### src/hdl/mcs_pkg.sv
// ============================================================================
// mcs_pkg
// Shared types, constants, microcode program and helpers of the motion
// command serializer.
// ============================================================================
`default_nettype none

package mcs_pkg;

    // Queue geometry
    localparam int QUEUE_DEPTH = 64;
    localparam int QIDX_W      = $clog2(QUEUE_DEPTH);
    localparam int QCNT_W      = $clog2(QUEUE_DEPTH + 1);

    // Field widths
    localparam int FIELD_W   = 11;
    localparam int ENTRY_W   = 2 * FIELD_W;
    localparam int CFG_W     = 10;
    localparam int CFG_IDX_W = 3;
    localparam int MAG_W     = 14;
    localparam int DIG_W     = 10;
    localparam int SPDQ_W    = 7;
    localparam int PC_W      = 5;

    // Configuration register indexes
    localparam logic [CFG_IDX_W-1:0] REG_TURN_SPEED    = 3'd0;
    localparam logic [CFG_IDX_W-1:0] REG_SPEED_FLOOR   = 3'd1;
    localparam logic [CFG_IDX_W-1:0] REG_SPEED_CEILING = 3'd2;
    localparam logic [CFG_IDX_W-1:0] REG_MAX_STEP_MM   = 3'd3;

    // Configuration reset values
    localparam logic [CFG_W-1:0] TURN_SPEED_RST    = 10'd45;
    localparam logic [CFG_W-1:0] SPEED_FLOOR_RST   = 10'd20;
    localparam logic [CFG_W-1:0] SPEED_CEILING_RST = 10'd200;
    localparam logic [CFG_W-1:0] MAX_STEP_MM_RST   = 10'd999;

    localparam logic [DIG_W-1:0] DIG_MAX = 10'd999;

    // ASCII codes
    localparam logic [7:0] ASCII_R    = 8'h72;
    localparam logic [7:0] ASCII_L    = 8'h6C;
    localparam logic [7:0] ASCII_M    = 8'h6D;
    localparam logic [7:0] ASCII_F    = 8'h66;
    localparam logic [7:0] ASCII_B    = 8'h62;
    localparam logic [7:0] ASCII_NL   = 8'h0A;
    localparam logic [7:0] ASCII_ZERO = 8'h30;

    // Program addresses
    localparam logic [PC_W-1:0] PC_IDLE    = 5'd0;
    localparam logic [PC_W-1:0] PC_LOAD    = 5'd1;
    localparam logic [PC_W-1:0] PC_CALC    = 5'd2;
    localparam logic [PC_W-1:0] PC_ROT     = 5'd3;
    localparam logic [PC_W-1:0] PC_ROT_NL  = 5'd14;
    localparam logic [PC_W-1:0] PC_MOV_CHK = 5'd15;
    localparam logic [PC_W-1:0] PC_MOV     = 5'd16;
    localparam logic [PC_W-1:0] PC_MOV_NL  = 5'd27;
    localparam logic [PC_W-1:0] PC_SPLIT   = 5'd28;

    typedef enum logic [2:0] {
        OP_IDLE,
        OP_LOAD,
        OP_CALC,
        OP_EMIT,
        OP_NOP,
        OP_SPLIT
    } op_t;

    typedef enum logic [2:0] {
        BYTE_R,
        BYTE_M,
        BYTE_ROTDIR,
        BYTE_MOVDIR,
        BYTE_HUND,
        BYTE_TENS,
        BYTE_ONES,
        BYTE_NL
    } byte_sel_t;

    typedef enum logic [2:0] {
        DIG_HOLD,
        DIG_HUND,
        DIG_TENS,
        DIG_TURN,
        DIG_ROT,
        DIG_SPD,
        DIG_MOV
    } dig_sel_t;

    typedef enum logic [2:0] {
        COND_NEVER,
        COND_ALWAYS,
        COND_ROT_ZERO,
        COND_MOV_ZERO,
        COND_SPLIT_DONE
    } cond_t;

    typedef enum logic [1:0] {
        LAST_NO,
        LAST_YES,
        LAST_IF_NO_MOVE
    } last_sel_t;

    typedef struct packed {
        op_t              op;
        byte_sel_t        bsel;
        dig_sel_t         dsel;
        cond_t            cond;
        logic             rpt;   // stay on this word while the condition is false
        logic [PC_W-1:0]  jmp;
        last_sel_t        last;
    } ctrl_word_t;

    // Microcode ROM
    function automatic ctrl_word_t ucode(input logic [PC_W-1:0] pc);
        ctrl_word_t w;
        w.op   = OP_NOP;
        w.bsel = BYTE_NL;
        w.dsel = DIG_HOLD;
        w.cond = COND_NEVER;
        w.rpt  = 1'b0;
        w.jmp  = PC_IDLE;
        w.last = LAST_NO;
        unique case (pc)
            PC_IDLE: begin
                w.op  = OP_IDLE;
                w.jmp = PC_SPLIT;
            end
            PC_LOAD: w.op = OP_LOAD;
            PC_CALC: begin
                w.op   = OP_CALC;
                w.cond = COND_ROT_ZERO;
                w.jmp  = PC_MOV_CHK;
            end
            PC_ROT: begin
                w.op   = OP_EMIT;
                w.bsel = BYTE_R;
                w.dsel = DIG_TURN;
            end
            5'd4: begin
                w.op   = OP_EMIT;
                w.bsel = BYTE_ROTDIR;
            end
            5'd5, 5'd8, 5'd11, 5'd18, 5'd21, 5'd24: begin
                w.op   = OP_EMIT;
                w.bsel = BYTE_HUND;
                w.dsel = DIG_HUND;
            end
            5'd6, 5'd9, 5'd12, 5'd19, 5'd22, 5'd25: begin
                w.op   = OP_EMIT;
                w.bsel = BYTE_TENS;
                w.dsel = DIG_TENS;
            end
            5'd7, 5'd10: begin
                w.op   = OP_EMIT;
                w.bsel = BYTE_ONES;
                w.dsel = DIG_ROT;
            end
            5'd13, 5'd26: begin
                w.op   = OP_EMIT;
                w.bsel = BYTE_ONES;
            end
            PC_ROT_NL: begin
                w.op   = OP_EMIT;
                w.bsel = BYTE_NL;
                w.cond = COND_MOV_ZERO;
                w.last = LAST_IF_NO_MOVE;
            end
            PC_MOV_CHK: begin
                w.op   = OP_NOP;
                w.cond = COND_MOV_ZERO;
            end
            PC_MOV: begin
                w.op   = OP_EMIT;
                w.bsel = BYTE_M;
                w.dsel = DIG_SPD;
            end
            5'd17: begin
                w.op   = OP_EMIT;
                w.bsel = BYTE_MOVDIR;
            end
            5'd20, 5'd23: begin
                w.op   = OP_EMIT;
                w.bsel = BYTE_ONES;
                w.dsel = DIG_MOV;
            end
            PC_MOV_NL: begin
                w.op   = OP_EMIT;
                w.bsel = BYTE_NL;
                w.cond = COND_ALWAYS;
                w.last = LAST_YES;
            end
            PC_SPLIT: begin
                w.op   = OP_SPLIT;
                w.cond = COND_SPLIT_DONE;
                w.rpt  = 1'b1;
            end
            default: begin
                w.op   = OP_NOP;
                w.cond = COND_ALWAYS;
            end
        endcase
        return w;
    endfunction

    function automatic logic [DIG_W-1:0] cap999(input logic [FIELD_W-1:0] v);
        return (v > FIELD_W'(DIG_MAX)) ? DIG_MAX : v[DIG_W-1:0];
    endfunction

    function automatic logic [FIELD_W-1:0] abs11(input logic [FIELD_W-1:0] v);
        return v[FIELD_W-1] ? FIELD_W'(-v) : v;
    endfunction

    // Hundreds digit of a value up to 999
    function automatic logic [3:0] hund_digit(input logic [DIG_W-1:0] v);
        logic [3:0] d;
        d = 4'd0;
        for (int i = 1; i <= 9; i++) begin
            if (v >= DIG_W'(i * 100)) d = 4'(i);
        end
        return d;
    endfunction

    // Tens digit of a value below 100
    function automatic logic [3:0] tens_digit(input logic [DIG_W-1:0] v);
        logic [3:0] d;
        d = 4'd0;
        for (int i = 1; i <= 9; i++) begin
            if (v >= DIG_W'(i * 10)) d = 4'(i);
        end
        return d;
    endfunction

    function automatic logic [QIDX_W-1:0] next_idx(input logic [QIDX_W-1:0] idx);
        return (idx == QIDX_W'(QUEUE_DEPTH - 1)) ? '0 : QIDX_W'(idx + 1'b1);
    endfunction

endpackage

`default_nettype wire

### src/hdl/mcs_ram.sv
// ============================================================================
// mcs_ram
// Simple dual-port RAM: one write port, one read port with registered data.
// ============================================================================
`default_nettype none

module mcs_ram #(
    parameter int WIDTH  = 8,
    parameter int DEPTH  = 16,
    localparam int ADDR_W = $clog2(DEPTH)
) (
    input  wire logic              clk,
    input  wire logic              we,
    input  wire logic [ADDR_W-1:0] waddr,
    input  wire logic [WIDTH-1:0]  wdata,
    input  wire logic [ADDR_W-1:0] raddr,
    output logic      [WIDTH-1:0]  rdata
);

    logic [WIDTH-1:0] mem [DEPTH];

    always_ff @(posedge clk) begin
        if (we) begin
            mem[waddr] <= wdata;
        end
        rdata <= mem[raddr];
    end

endmodule

`default_nettype wire

### src/hdl/motion_command_serializer_core.sv
// ============================================================================
// motion_command_serializer_core
// Queues path elements as split movement/rotation steps and serializes one
// step per tick into ASCII rotation and movement commands.
// ============================================================================
//
//  channel | ports                                        | dir | role
//  --------+----------------------------------------------+-----+-----------------
//  s_      | s_valid/s_ready, command, distance, angle,   | in  | elements, ticks
//          | first_of_message                             |     |
//  m_      | m_valid/m_ready, m_out_byte, m_last_byte     | out | command bytes
//  cfg_    | cfg_valid/cfg_ready, cfg_index, cfg_data     | in  | register writes
//
//  A path element is split into queued steps; any steps left over when the
//  queue fills are dropped. A tick emits up to 24 command bytes; a tick
//  on an empty queue emits none.
//  Reset is synchronous and clears the queue pointers, the sequencer and the
//  configuration registers to their defaults; no clearing pass is needed.
//  A stalled m_ready holds the sequencer on its current byte step.
//
`default_nettype none

module motion_command_serializer_core (
    input  wire logic                               aclk,
    input  wire logic                               aresetn,
    // path element / tick channel
    input  wire logic                               s_valid,
    output logic                                    s_ready,
    input  wire logic                               s_command,
    input  wire logic signed [mcs_pkg::FIELD_W-1:0] s_distance_cm,
    input  wire logic signed [mcs_pkg::FIELD_W-1:0] s_turn_angle,
    input  wire logic                               s_first_of_message,
    // byte channel
    output logic                                    m_valid,
    input  wire logic                               m_ready,
    output logic [7:0]                              m_out_byte,
    output logic                                    m_last_byte,
    // configuration channel
    input  wire logic                               cfg_valid,
    output logic                                    cfg_ready,
    input  wire logic [mcs_pkg::CFG_IDX_W-1:0]      cfg_index,
    input  wire logic [mcs_pkg::CFG_W-1:0]          cfg_data
);

    // ------------------------------------------------------------------
    // Registers
    // ------------------------------------------------------------------
    logic [mcs_pkg::PC_W-1:0]    pc_reg, pc_next;
    logic [mcs_pkg::QIDX_W-1:0]  head_reg, head_next;
    logic [mcs_pkg::QIDX_W-1:0]  tail_reg, tail_next;
    logic [mcs_pkg::QCNT_W-1:0]  count_reg, count_next;

    logic [mcs_pkg::CFG_W-1:0]   turn_speed_reg, turn_speed_next;
    logic [mcs_pkg::CFG_W-1:0]   speed_floor_reg, speed_floor_next;
    logic [mcs_pkg::CFG_W-1:0]   speed_ceiling_reg, speed_ceiling_next;
    logic [mcs_pkg::CFG_W-1:0]   max_step_reg, max_step_next;

    logic [mcs_pkg::MAG_W-1:0]   mag_reg, mag_next;
    logic [mcs_pkg::DIG_W-1:0]   step_reg, step_next;
    logic                        neg_reg, neg_next;
    logic [mcs_pkg::FIELD_W-1:0] ang_reg, ang_next;
    logic [mcs_pkg::FIELD_W-1:0] mov_reg, mov_next;
    logic [mcs_pkg::FIELD_W-1:0] rot_reg, rot_next;
    logic [mcs_pkg::SPDQ_W-1:0]  spd_q_reg, spd_q_next;
    logic [mcs_pkg::DIG_W-1:0]   dig_reg, dig_next;

    logic                        m_valid_reg, m_valid_next;
    logic [7:0]                  m_out_byte_reg, m_out_byte_next;
    logic                        m_last_byte_reg, m_last_byte_next;

    // ------------------------------------------------------------------
    // Datapath signals
    // ------------------------------------------------------------------
    mcs_pkg::ctrl_word_t         cw;
    logic                        s_accept;
    logic                        cfg_accept;
    logic                        out_free;
    logic                        is_stop;
    logic                        q_full;
    logic                        q_empty;
    logic                        mov_zero;
    logic                        rot_zero;
    logic                        split_more;
    logic                        split_done;
    logic                        cond_true;
    logic                        step_ok;
    logic [mcs_pkg::FIELD_W-1:0] dist_abs;
    logic [mcs_pkg::DIG_W-1:0]   mov_mag;
    logic [mcs_pkg::DIG_W-1:0]   rot_mag;
    logic [mcs_pkg::DIG_W-1:0]   spd_clamped;
    logic [17:0]                 spd_prod;
    logic [3:0]                  hd;
    logic [3:0]                  td;
    logic [7:0]                  emit_byte;
    logic                        emit_last;
    logic [mcs_pkg::FIELD_W-1:0] push_mag;
    logic [mcs_pkg::FIELD_W-1:0] push_mov;
    logic [mcs_pkg::FIELD_W-1:0] push_rot;
    logic                        ram_we;
    logic [mcs_pkg::ENTRY_W-1:0] ram_rdata;

    assign cw         = mcs_pkg::ucode(pc_reg);
    assign s_ready    = (pc_reg == mcs_pkg::PC_IDLE);
    assign s_accept   = s_valid && s_ready;
    assign cfg_ready  = 1'b1;
    assign cfg_accept = cfg_valid && cfg_ready;
    assign out_free   = !m_valid_reg || m_ready;

    assign m_valid     = m_valid_reg;
    assign m_out_byte  = m_out_byte_reg;
    assign m_last_byte = m_last_byte_reg;

    assign is_stop = s_first_of_message && (s_distance_cm == '0) && (s_turn_angle == '0);
    assign q_full  = (count_reg == mcs_pkg::QCNT_W'(mcs_pkg::QUEUE_DEPTH));
    assign q_empty = (count_reg == '0);

    assign mov_zero = (mov_reg == '0);
    assign rot_zero = (rot_reg == '0);

    assign split_more = (mag_reg > mcs_pkg::MAG_W'(step_reg));
    assign split_done = q_full || !split_more;

    assign dist_abs = mcs_pkg::abs11(s_distance_cm);
    assign mov_mag  = mcs_pkg::cap999(mcs_pkg::abs11(mov_reg));
    assign rot_mag  = mcs_pkg::cap999(mcs_pkg::abs11(rot_reg));

    // m / 10 as a reciprocal multiply, exact for m below 1024
    assign spd_prod = 18'(mov_mag) * 18'd205;

    always_comb begin
        logic [mcs_pkg::DIG_W-1:0] spd;
        spd = mcs_pkg::DIG_W'(spd_q_reg);
        priority if (spd < speed_floor_reg) begin
            spd = speed_floor_reg;
        end else if (spd > speed_ceiling_reg) begin
            spd = speed_ceiling_reg;
        end
        spd_clamped = mcs_pkg::cap999({1'b0, spd});
    end

    assign hd = mcs_pkg::hund_digit(dig_reg);
    assign td = mcs_pkg::tens_digit(dig_reg);

    // Step pushed by the split loop: full step length, or the remainder with the angle
    assign push_mag = split_more ? {1'b0, step_reg} : mag_reg[mcs_pkg::FIELD_W-1:0];
    assign push_mov = neg_reg ? mcs_pkg::FIELD_W'(-push_mag) : push_mag;
    assign push_rot = split_more ? '0 : ang_reg;
    assign ram_we   = (cw.op == mcs_pkg::OP_SPLIT) && !q_full;

    mcs_ram #(
        .WIDTH (mcs_pkg::ENTRY_W),
        .DEPTH (mcs_pkg::QUEUE_DEPTH)
    ) u_queue_ram (
        .clk   (aclk),
        .we    (ram_we),
        .waddr (tail_reg),
        .wdata ({push_rot, push_mov}),
        .raddr (head_reg),
        .rdata (ram_rdata)
    );

    // Byte source
    always_comb begin
        unique case (cw.bsel)
            mcs_pkg::BYTE_R:      emit_byte = mcs_pkg::ASCII_R;
            mcs_pkg::BYTE_M:      emit_byte = mcs_pkg::ASCII_M;
            mcs_pkg::BYTE_ROTDIR: emit_byte = rot_reg[mcs_pkg::FIELD_W-1] ?
                                              mcs_pkg::ASCII_L : mcs_pkg::ASCII_R;
            mcs_pkg::BYTE_MOVDIR: emit_byte = mov_reg[mcs_pkg::FIELD_W-1] ?
                                              mcs_pkg::ASCII_B : mcs_pkg::ASCII_F;
            mcs_pkg::BYTE_HUND:   emit_byte = mcs_pkg::ASCII_ZERO + {4'b0, hd};
            mcs_pkg::BYTE_TENS:   emit_byte = mcs_pkg::ASCII_ZERO + {4'b0, td};
            mcs_pkg::BYTE_ONES:   emit_byte = mcs_pkg::ASCII_ZERO + {4'b0, dig_reg[3:0]};
            mcs_pkg::BYTE_NL:     emit_byte = mcs_pkg::ASCII_NL;
            default:              emit_byte = mcs_pkg::ASCII_NL;
        endcase
    end

    always_comb begin
        unique case (cw.last)
            mcs_pkg::LAST_NO:         emit_last = 1'b0;
            mcs_pkg::LAST_YES:        emit_last = 1'b1;
            mcs_pkg::LAST_IF_NO_MOVE: emit_last = mov_zero;
            default:                  emit_last = 1'b0;
        endcase
    end

    always_comb begin
        unique case (cw.cond)
            mcs_pkg::COND_NEVER:      cond_true = 1'b0;
            mcs_pkg::COND_ALWAYS:     cond_true = 1'b1;
            mcs_pkg::COND_ROT_ZERO:   cond_true = rot_zero;
            mcs_pkg::COND_MOV_ZERO:   cond_true = mov_zero;
            mcs_pkg::COND_SPLIT_DONE: cond_true = split_done;
            default:                  cond_true = 1'b0;
        endcase
    end

    assign step_ok = (cw.op != mcs_pkg::OP_EMIT) || out_free;

    // ------------------------------------------------------------------
    // Next-state logic
    // ------------------------------------------------------------------
    always_comb begin
        pc_next            = pc_reg;
        head_next          = head_reg;
        tail_next          = tail_reg;
        count_next         = count_reg;
        turn_speed_next    = turn_speed_reg;
        speed_floor_next   = speed_floor_reg;
        speed_ceiling_next = speed_ceiling_reg;
        max_step_next      = max_step_reg;
        mag_next           = mag_reg;
        step_next          = step_reg;
        neg_next           = neg_reg;
        ang_next           = ang_reg;
        mov_next           = mov_reg;
        rot_next           = rot_reg;
        spd_q_next         = spd_q_reg;
        dig_next           = dig_reg;
        m_valid_next       = m_valid_reg;
        m_out_byte_next    = m_out_byte_reg;
        m_last_byte_next   = m_last_byte_reg;

        if (m_valid_reg && m_ready) begin
            m_valid_next = 1'b0;
        end

        if (cfg_accept) begin
            unique case (cfg_index)
                mcs_pkg::REG_TURN_SPEED:    turn_speed_next    = cfg_data;
                mcs_pkg::REG_SPEED_FLOOR:   speed_floor_next   = cfg_data;
                mcs_pkg::REG_SPEED_CEILING: speed_ceiling_next = cfg_data;
                mcs_pkg::REG_MAX_STEP_MM:   max_step_next      = cfg_data;
                default: ;
            endcase
        end

        unique case (cw.op)
            mcs_pkg::OP_IDLE: begin
                if (s_accept) begin
                    if (s_command) begin
                        if (!q_empty) begin
                            // pop; RAM read data arrives at the load step
                            head_next  = mcs_pkg::next_idx(head_reg);
                            count_next = count_reg - 1'b1;
                            pc_next    = mcs_pkg::PC_LOAD;
                        end
                    end else if (is_stop) begin
                        head_next  = '0;
                        tail_next  = '0;
                        count_next = '0;
                    end else begin
                        mag_next  = (mcs_pkg::MAG_W'(dist_abs) << 3) +
                                    (mcs_pkg::MAG_W'(dist_abs) << 1);
                        step_next = mcs_pkg::cap999({1'b0, (max_step_reg == '0) ?
                                                    mcs_pkg::CFG_W'(1) : max_step_reg});
                        neg_next  = s_distance_cm[mcs_pkg::FIELD_W-1];
                        ang_next  = s_turn_angle;
                        pc_next   = cw.jmp;
                    end
                end
            end
            mcs_pkg::OP_LOAD: begin
                mov_next = ram_rdata[mcs_pkg::FIELD_W-1:0];
                rot_next = ram_rdata[mcs_pkg::ENTRY_W-1:mcs_pkg::FIELD_W];
            end
            mcs_pkg::OP_CALC: begin
                spd_q_next = spd_prod[17:11];
            end
            mcs_pkg::OP_EMIT: begin
                if (out_free) begin
                    m_valid_next     = 1'b1;
                    m_out_byte_next  = emit_byte;
                    m_last_byte_next = emit_last;
                    unique case (cw.dsel)
                        mcs_pkg::DIG_HOLD: dig_next = dig_reg;
                        mcs_pkg::DIG_HUND: dig_next = dig_reg - mcs_pkg::DIG_W'(hd) * 10'd100;
                        mcs_pkg::DIG_TENS: dig_next = dig_reg - mcs_pkg::DIG_W'(td) * 10'd10;
                        mcs_pkg::DIG_TURN: dig_next = mcs_pkg::cap999({1'b0, turn_speed_reg});
                        mcs_pkg::DIG_ROT:  dig_next = rot_mag;
                        mcs_pkg::DIG_SPD:  dig_next = spd_clamped;
                        mcs_pkg::DIG_MOV:  dig_next = mov_mag;
                        default:           dig_next = dig_reg;
                    endcase
                end
            end
            mcs_pkg::OP_SPLIT: begin
                if (!q_full) begin
                    tail_next  = mcs_pkg::next_idx(tail_reg);
                    count_next = count_reg + 1'b1;
                    if (split_more) begin
                        mag_next = mag_reg - mcs_pkg::MAG_W'(step_reg);
                    end
                end
            end
            mcs_pkg::OP_NOP: ;
            default: ;
        endcase

        // Sequencing for every word but the dispatch word
        if (cw.op != mcs_pkg::OP_IDLE && step_ok) begin
            priority if (cond_true) begin
                pc_next = cw.jmp;
            end else if (cw.rpt) begin
                pc_next = pc_reg;
            end else begin
                pc_next = pc_reg + 1'b1;
            end
        end
    end

    // ------------------------------------------------------------------
    // Control registers
    // ------------------------------------------------------------------
    always_ff @(posedge aclk) begin
        if (!aresetn) begin
            pc_reg            <= mcs_pkg::PC_IDLE;
            head_reg          <= '0;
            tail_reg          <= '0;
            count_reg         <= '0;
            turn_speed_reg    <= mcs_pkg::TURN_SPEED_RST;
            speed_floor_reg   <= mcs_pkg::SPEED_FLOOR_RST;
            speed_ceiling_reg <= mcs_pkg::SPEED_CEILING_RST;
            max_step_reg      <= mcs_pkg::MAX_STEP_MM_RST;
            m_valid_reg       <= 1'b0;
        end else begin
            pc_reg            <= pc_next;
            head_reg          <= head_next;
            tail_reg          <= tail_next;
            count_reg         <= count_next;
            turn_speed_reg    <= turn_speed_next;
            speed_floor_reg   <= speed_floor_next;
            speed_ceiling_reg <= speed_ceiling_next;
            max_step_reg      <= max_step_next;
            m_valid_reg       <= m_valid_next;
        end
    end

    // ------------------------------------------------------------------
    // Payload registers
    // ------------------------------------------------------------------
    always_ff @(posedge aclk) begin
        mag_reg         <= mag_next;
        step_reg        <= step_next;
        neg_reg         <= neg_next;
        ang_reg         <= ang_next;
        mov_reg         <= mov_next;
        rot_reg         <= rot_next;
        spd_q_reg       <= spd_q_next;
        dig_reg         <= dig_next;
        m_out_byte_reg  <= m_out_byte_next;
        m_last_byte_reg <= m_last_byte_next;
    end

endmodule

`default_nettype wire

### config.mk
export PLATFORM = sky130hd
export DESIGN_NAME = motion_command_serializer_core
export DESIGN_NICKNAME = d
export VERILOG_FILES = /design/src/hdl/mcs_pkg.sv /design/src/hdl/mcs_ram.sv /design/src/hdl/motion_command_serializer_core.sv
export SDC_FILE = /design/constraint.sdc
export NUM_CORES = 2
export LEC_CHECK = 0
export ABC_AREA = 1
export BUFFER_PORTS_ARGS = -buffer_cell sky130_fd_sc_hd__buf_2
export CORE_MARGIN = 3
export CORE_UTILIZATION = 35
export CTS_CLUSTER_SIZE = 25
export DETAILED_ROUTE_END_ITERATION = 6
export GPL_ROUTABILITY_DRIVEN = 0
export PLACE_DENSITY = 0.56
export SYNTH_ARGS = -nofsm -noshare
export SYNTH_HDL_FRONTEND = slang
export SYNTH_SLANG_ARGS = --single-unit
### constraint.sdc
create_clock -name aclk -period 7.5 [get_ports aclk]
set_input_delay 1.5 -clock aclk [delete_from_list [all_inputs] [get_ports aclk]]
set_output_delay 1.5 -clock aclk [all_outputs]
set_load 0.05 [all_outputs]
==> out/summary.txt <==
hold crit path type -> flip-flop to flip-flop
RSZ-0062 raised after global routing -> false
Clock power frac -> 28.3%
Port Buffer Count -> 51
CTS buffer count -> 166
Final Non-Filler Cells -> 8477
Initial DRC Count -> 5080
Flop pwr share -> 37.0%
site row count -> 160
Synth-to-Final Area Change -> 13.0%
setup TNS -> 0 ps
post-synthesis sequential area ratio -> 68.6%
Most used DFF post-synth -> edfxtp_1
Max Slew Vio Count -> 0
cell family with most CP delay -> adder cells
crit-path max cell delay -> 530 ps
H-tree depth -> 4
Synth top area share -> 66.0%
Worst-path clk slew -> 60 ps
post-synthesis async set-or-reset flop share -> 0%
CP endpoint kind -> flip-flop
# setup viols final -> 0
largest net degree at the start of global routing -> 180
CP max FO -> 9
Max-Cap Viols -> 0
worst vdd ir -> 858 µV
dpl ws -> 1450 ps
# IOs -> 54
CTS tree -> yes
Mapped Area -> 0.0678 mm²
CTS sink cnt -> 1578
Final Skew -> 51.5 ps
cells after synthesis -> 5831
number of instances resized during post-cts repair -> 0
pwr/cell area -> 368 mW/mm²
Hold WS -> 398 ps
drt via density -> 5.42
switch share -> 35.6%
syn avg cell area -> 11.6 µm²
Switch Pwr -> 0.0100 W
crit start category -> flip-flop
largest area contributor in the netlist -> edfxtp_1
Critical path buffers and inverters -> 6
CP max-delay cell -> fa_1
total length of routed wires -> 194 mm
fmax -> 162 MHz
initial antenna violation count -> 6
actual slew at the worst max-slew pin -> 1340 ps
core footprint -> 0.191 mm²
CTS root buffer -> clkbuf_16
number of setup buffers added after CTS -> 0
vias in the first global route -> 43277
required time of the critical path -> 8060 ps
Vias -> 45960
Die ar. -> 0.199 mm²
outcome -> finished, final reports clean
first-pass GRT wire length -> 287 mm
DR pass1 iterations -> 6
most frequent cells after synthesis -> edfxtp_1, nor2_1, o21ai_0, nand2_1, o22ai_1
residual DRC count -> 0
worst setup slack after layout -> 1310 ps
synth unique cells -> 65
Largest register FFs -> 1408
Int Power -> 0.0182 W
most repeated library cell on the critical path -> nand2_1
syn nets -> 6013
Leakage -> 26.5 nW
Post-synth EDFFs -> 1491
fin crit share -> 82.6%
layout cells sized above 1 -> 9.27%
grt total ovfl -> 0
DRT antenna net count -> 0
largest cells by area after synthesis -> edfxtp_1, o21ai_0, nor2_1, o22ai_1, dfxtp_1
drt wl/cell -> 22.9 µm
Die W -> 446 µm
final net count -> 6012
HPWL Detailed -> 112 mm
FF+latch count, synth -> 1578
placed cell count -> 8173
Ys Warns -> 0
Final min period -> 6190 ps
clk buf depth -> 3
combinational power share -> 34.7%
CP arrival -> 6750 ps
critical path class -> flip-flop to flip-flop
Fin. Hold Viols -> 0
starting density of the core -> 35.4%
Max-slew headroom -> 10.5%
clk_lat worst skew -> 810 ps
Die Ht -> 446 µm
cts hold-fix bufs -> 0
most frequent cell after synthesis -> edfxtp_1
Total GRT Usage -> 19.1%
[per-stage QoR]
stage	power [W]	instance area (µm²)	util, %
2_1_floorplan	0.0179	67800	-
3_3_place_gp	0.0203	71300	37.3
3_5_place_dp	0.0204	71300	37.3
4_1_cts	0.0284	76600	40.0
5_1_grt	0.0302	76600	40.0
6_report	0.0282	76600	40.0
[worst paths after layout]
path	startpoint	end	slack, ps	cells past startpoint
worst min-delay path	u_queue_ram.rdata[0]	mov_reg[0]	400	0
worst max register to register	mov_reg[0]	spd_q_reg[5]	1310	28
worst min register to register	u_queue_ram.rdata[0]	mov_reg[0]	400	0
worst max-delay path	mov_reg[0]	spd_q_reg[5]	1310	28
[layout make-up]
class / instances / area [µm²]
Multi-Input combinational cell: 3625 / 19200
Sequential cell: 1578 / 46500
Clock buffer: 212 / 4400
Tap cell: 2511 / 3140
Inverter: 283 / 1080
Timing Repair Buffer: 176 / 1360
Antenna cell: 3 / 7.51
Fill cell: 18120 / 115000
Clock inverter: 89 / 877
[per-layer routing]
metal / part of all wire (%) / global-route usage (%) / up-vias / routed length, µm
li1: - / - / 21192 / -
met1: 44 / 26.5 / 22912 / 84500
met2: 46 / 29.8 / 1563 / 89200
met3: 6.8 / 3.28 / 293 / 13200
met4: 3.7 / 7.39 / 0 / 7220
met5: 0 / 0 / - / 0
[power by group through the flow]
stage	Combinational (W)	Clock, W	Sequential [W]
3_5_place_dp	0.00976	0	0.0106
3_3_place_gp	0.00965	0	0.0106
5_1_grt	0.0113	0.00851	0.0105
4_1_cts	0.00983	0.00814	0.0104
6_report	0.00979	0.00798	0.0104
2_1_floorplan	0.00736	0	0.0106
[layout by cell type, fill, tap and decap left out, types with 63 or more instances in the layout]
cell / instances
o22ai_1: 376
nor2_2: 63
inv_1: 263
o21ai_0: 991
nand3_1: 114
edfxtp_1: 1491
nor2_1: 1088
dfxtp_1: 82
ha_1: 118
nand2_1: 382
a21oi_1: 103
buf_4: 112
clkbuf_16: 168
[kinds of logic after synthesis]
kind of cell               Yosys count  synth area share, %
AOI/OAI and AO/OA                 1646                 13.6
xor gates and xnor gates            57                0.736
adders and majority gates          140                 2.83
buffers and inverters              628                 3.59
DFF                               1578                 68.6
other                                2               0.0111
and+or+nand+nor                   1780                 10.6
Note: power is estimated with default switching activity, not from simulation.
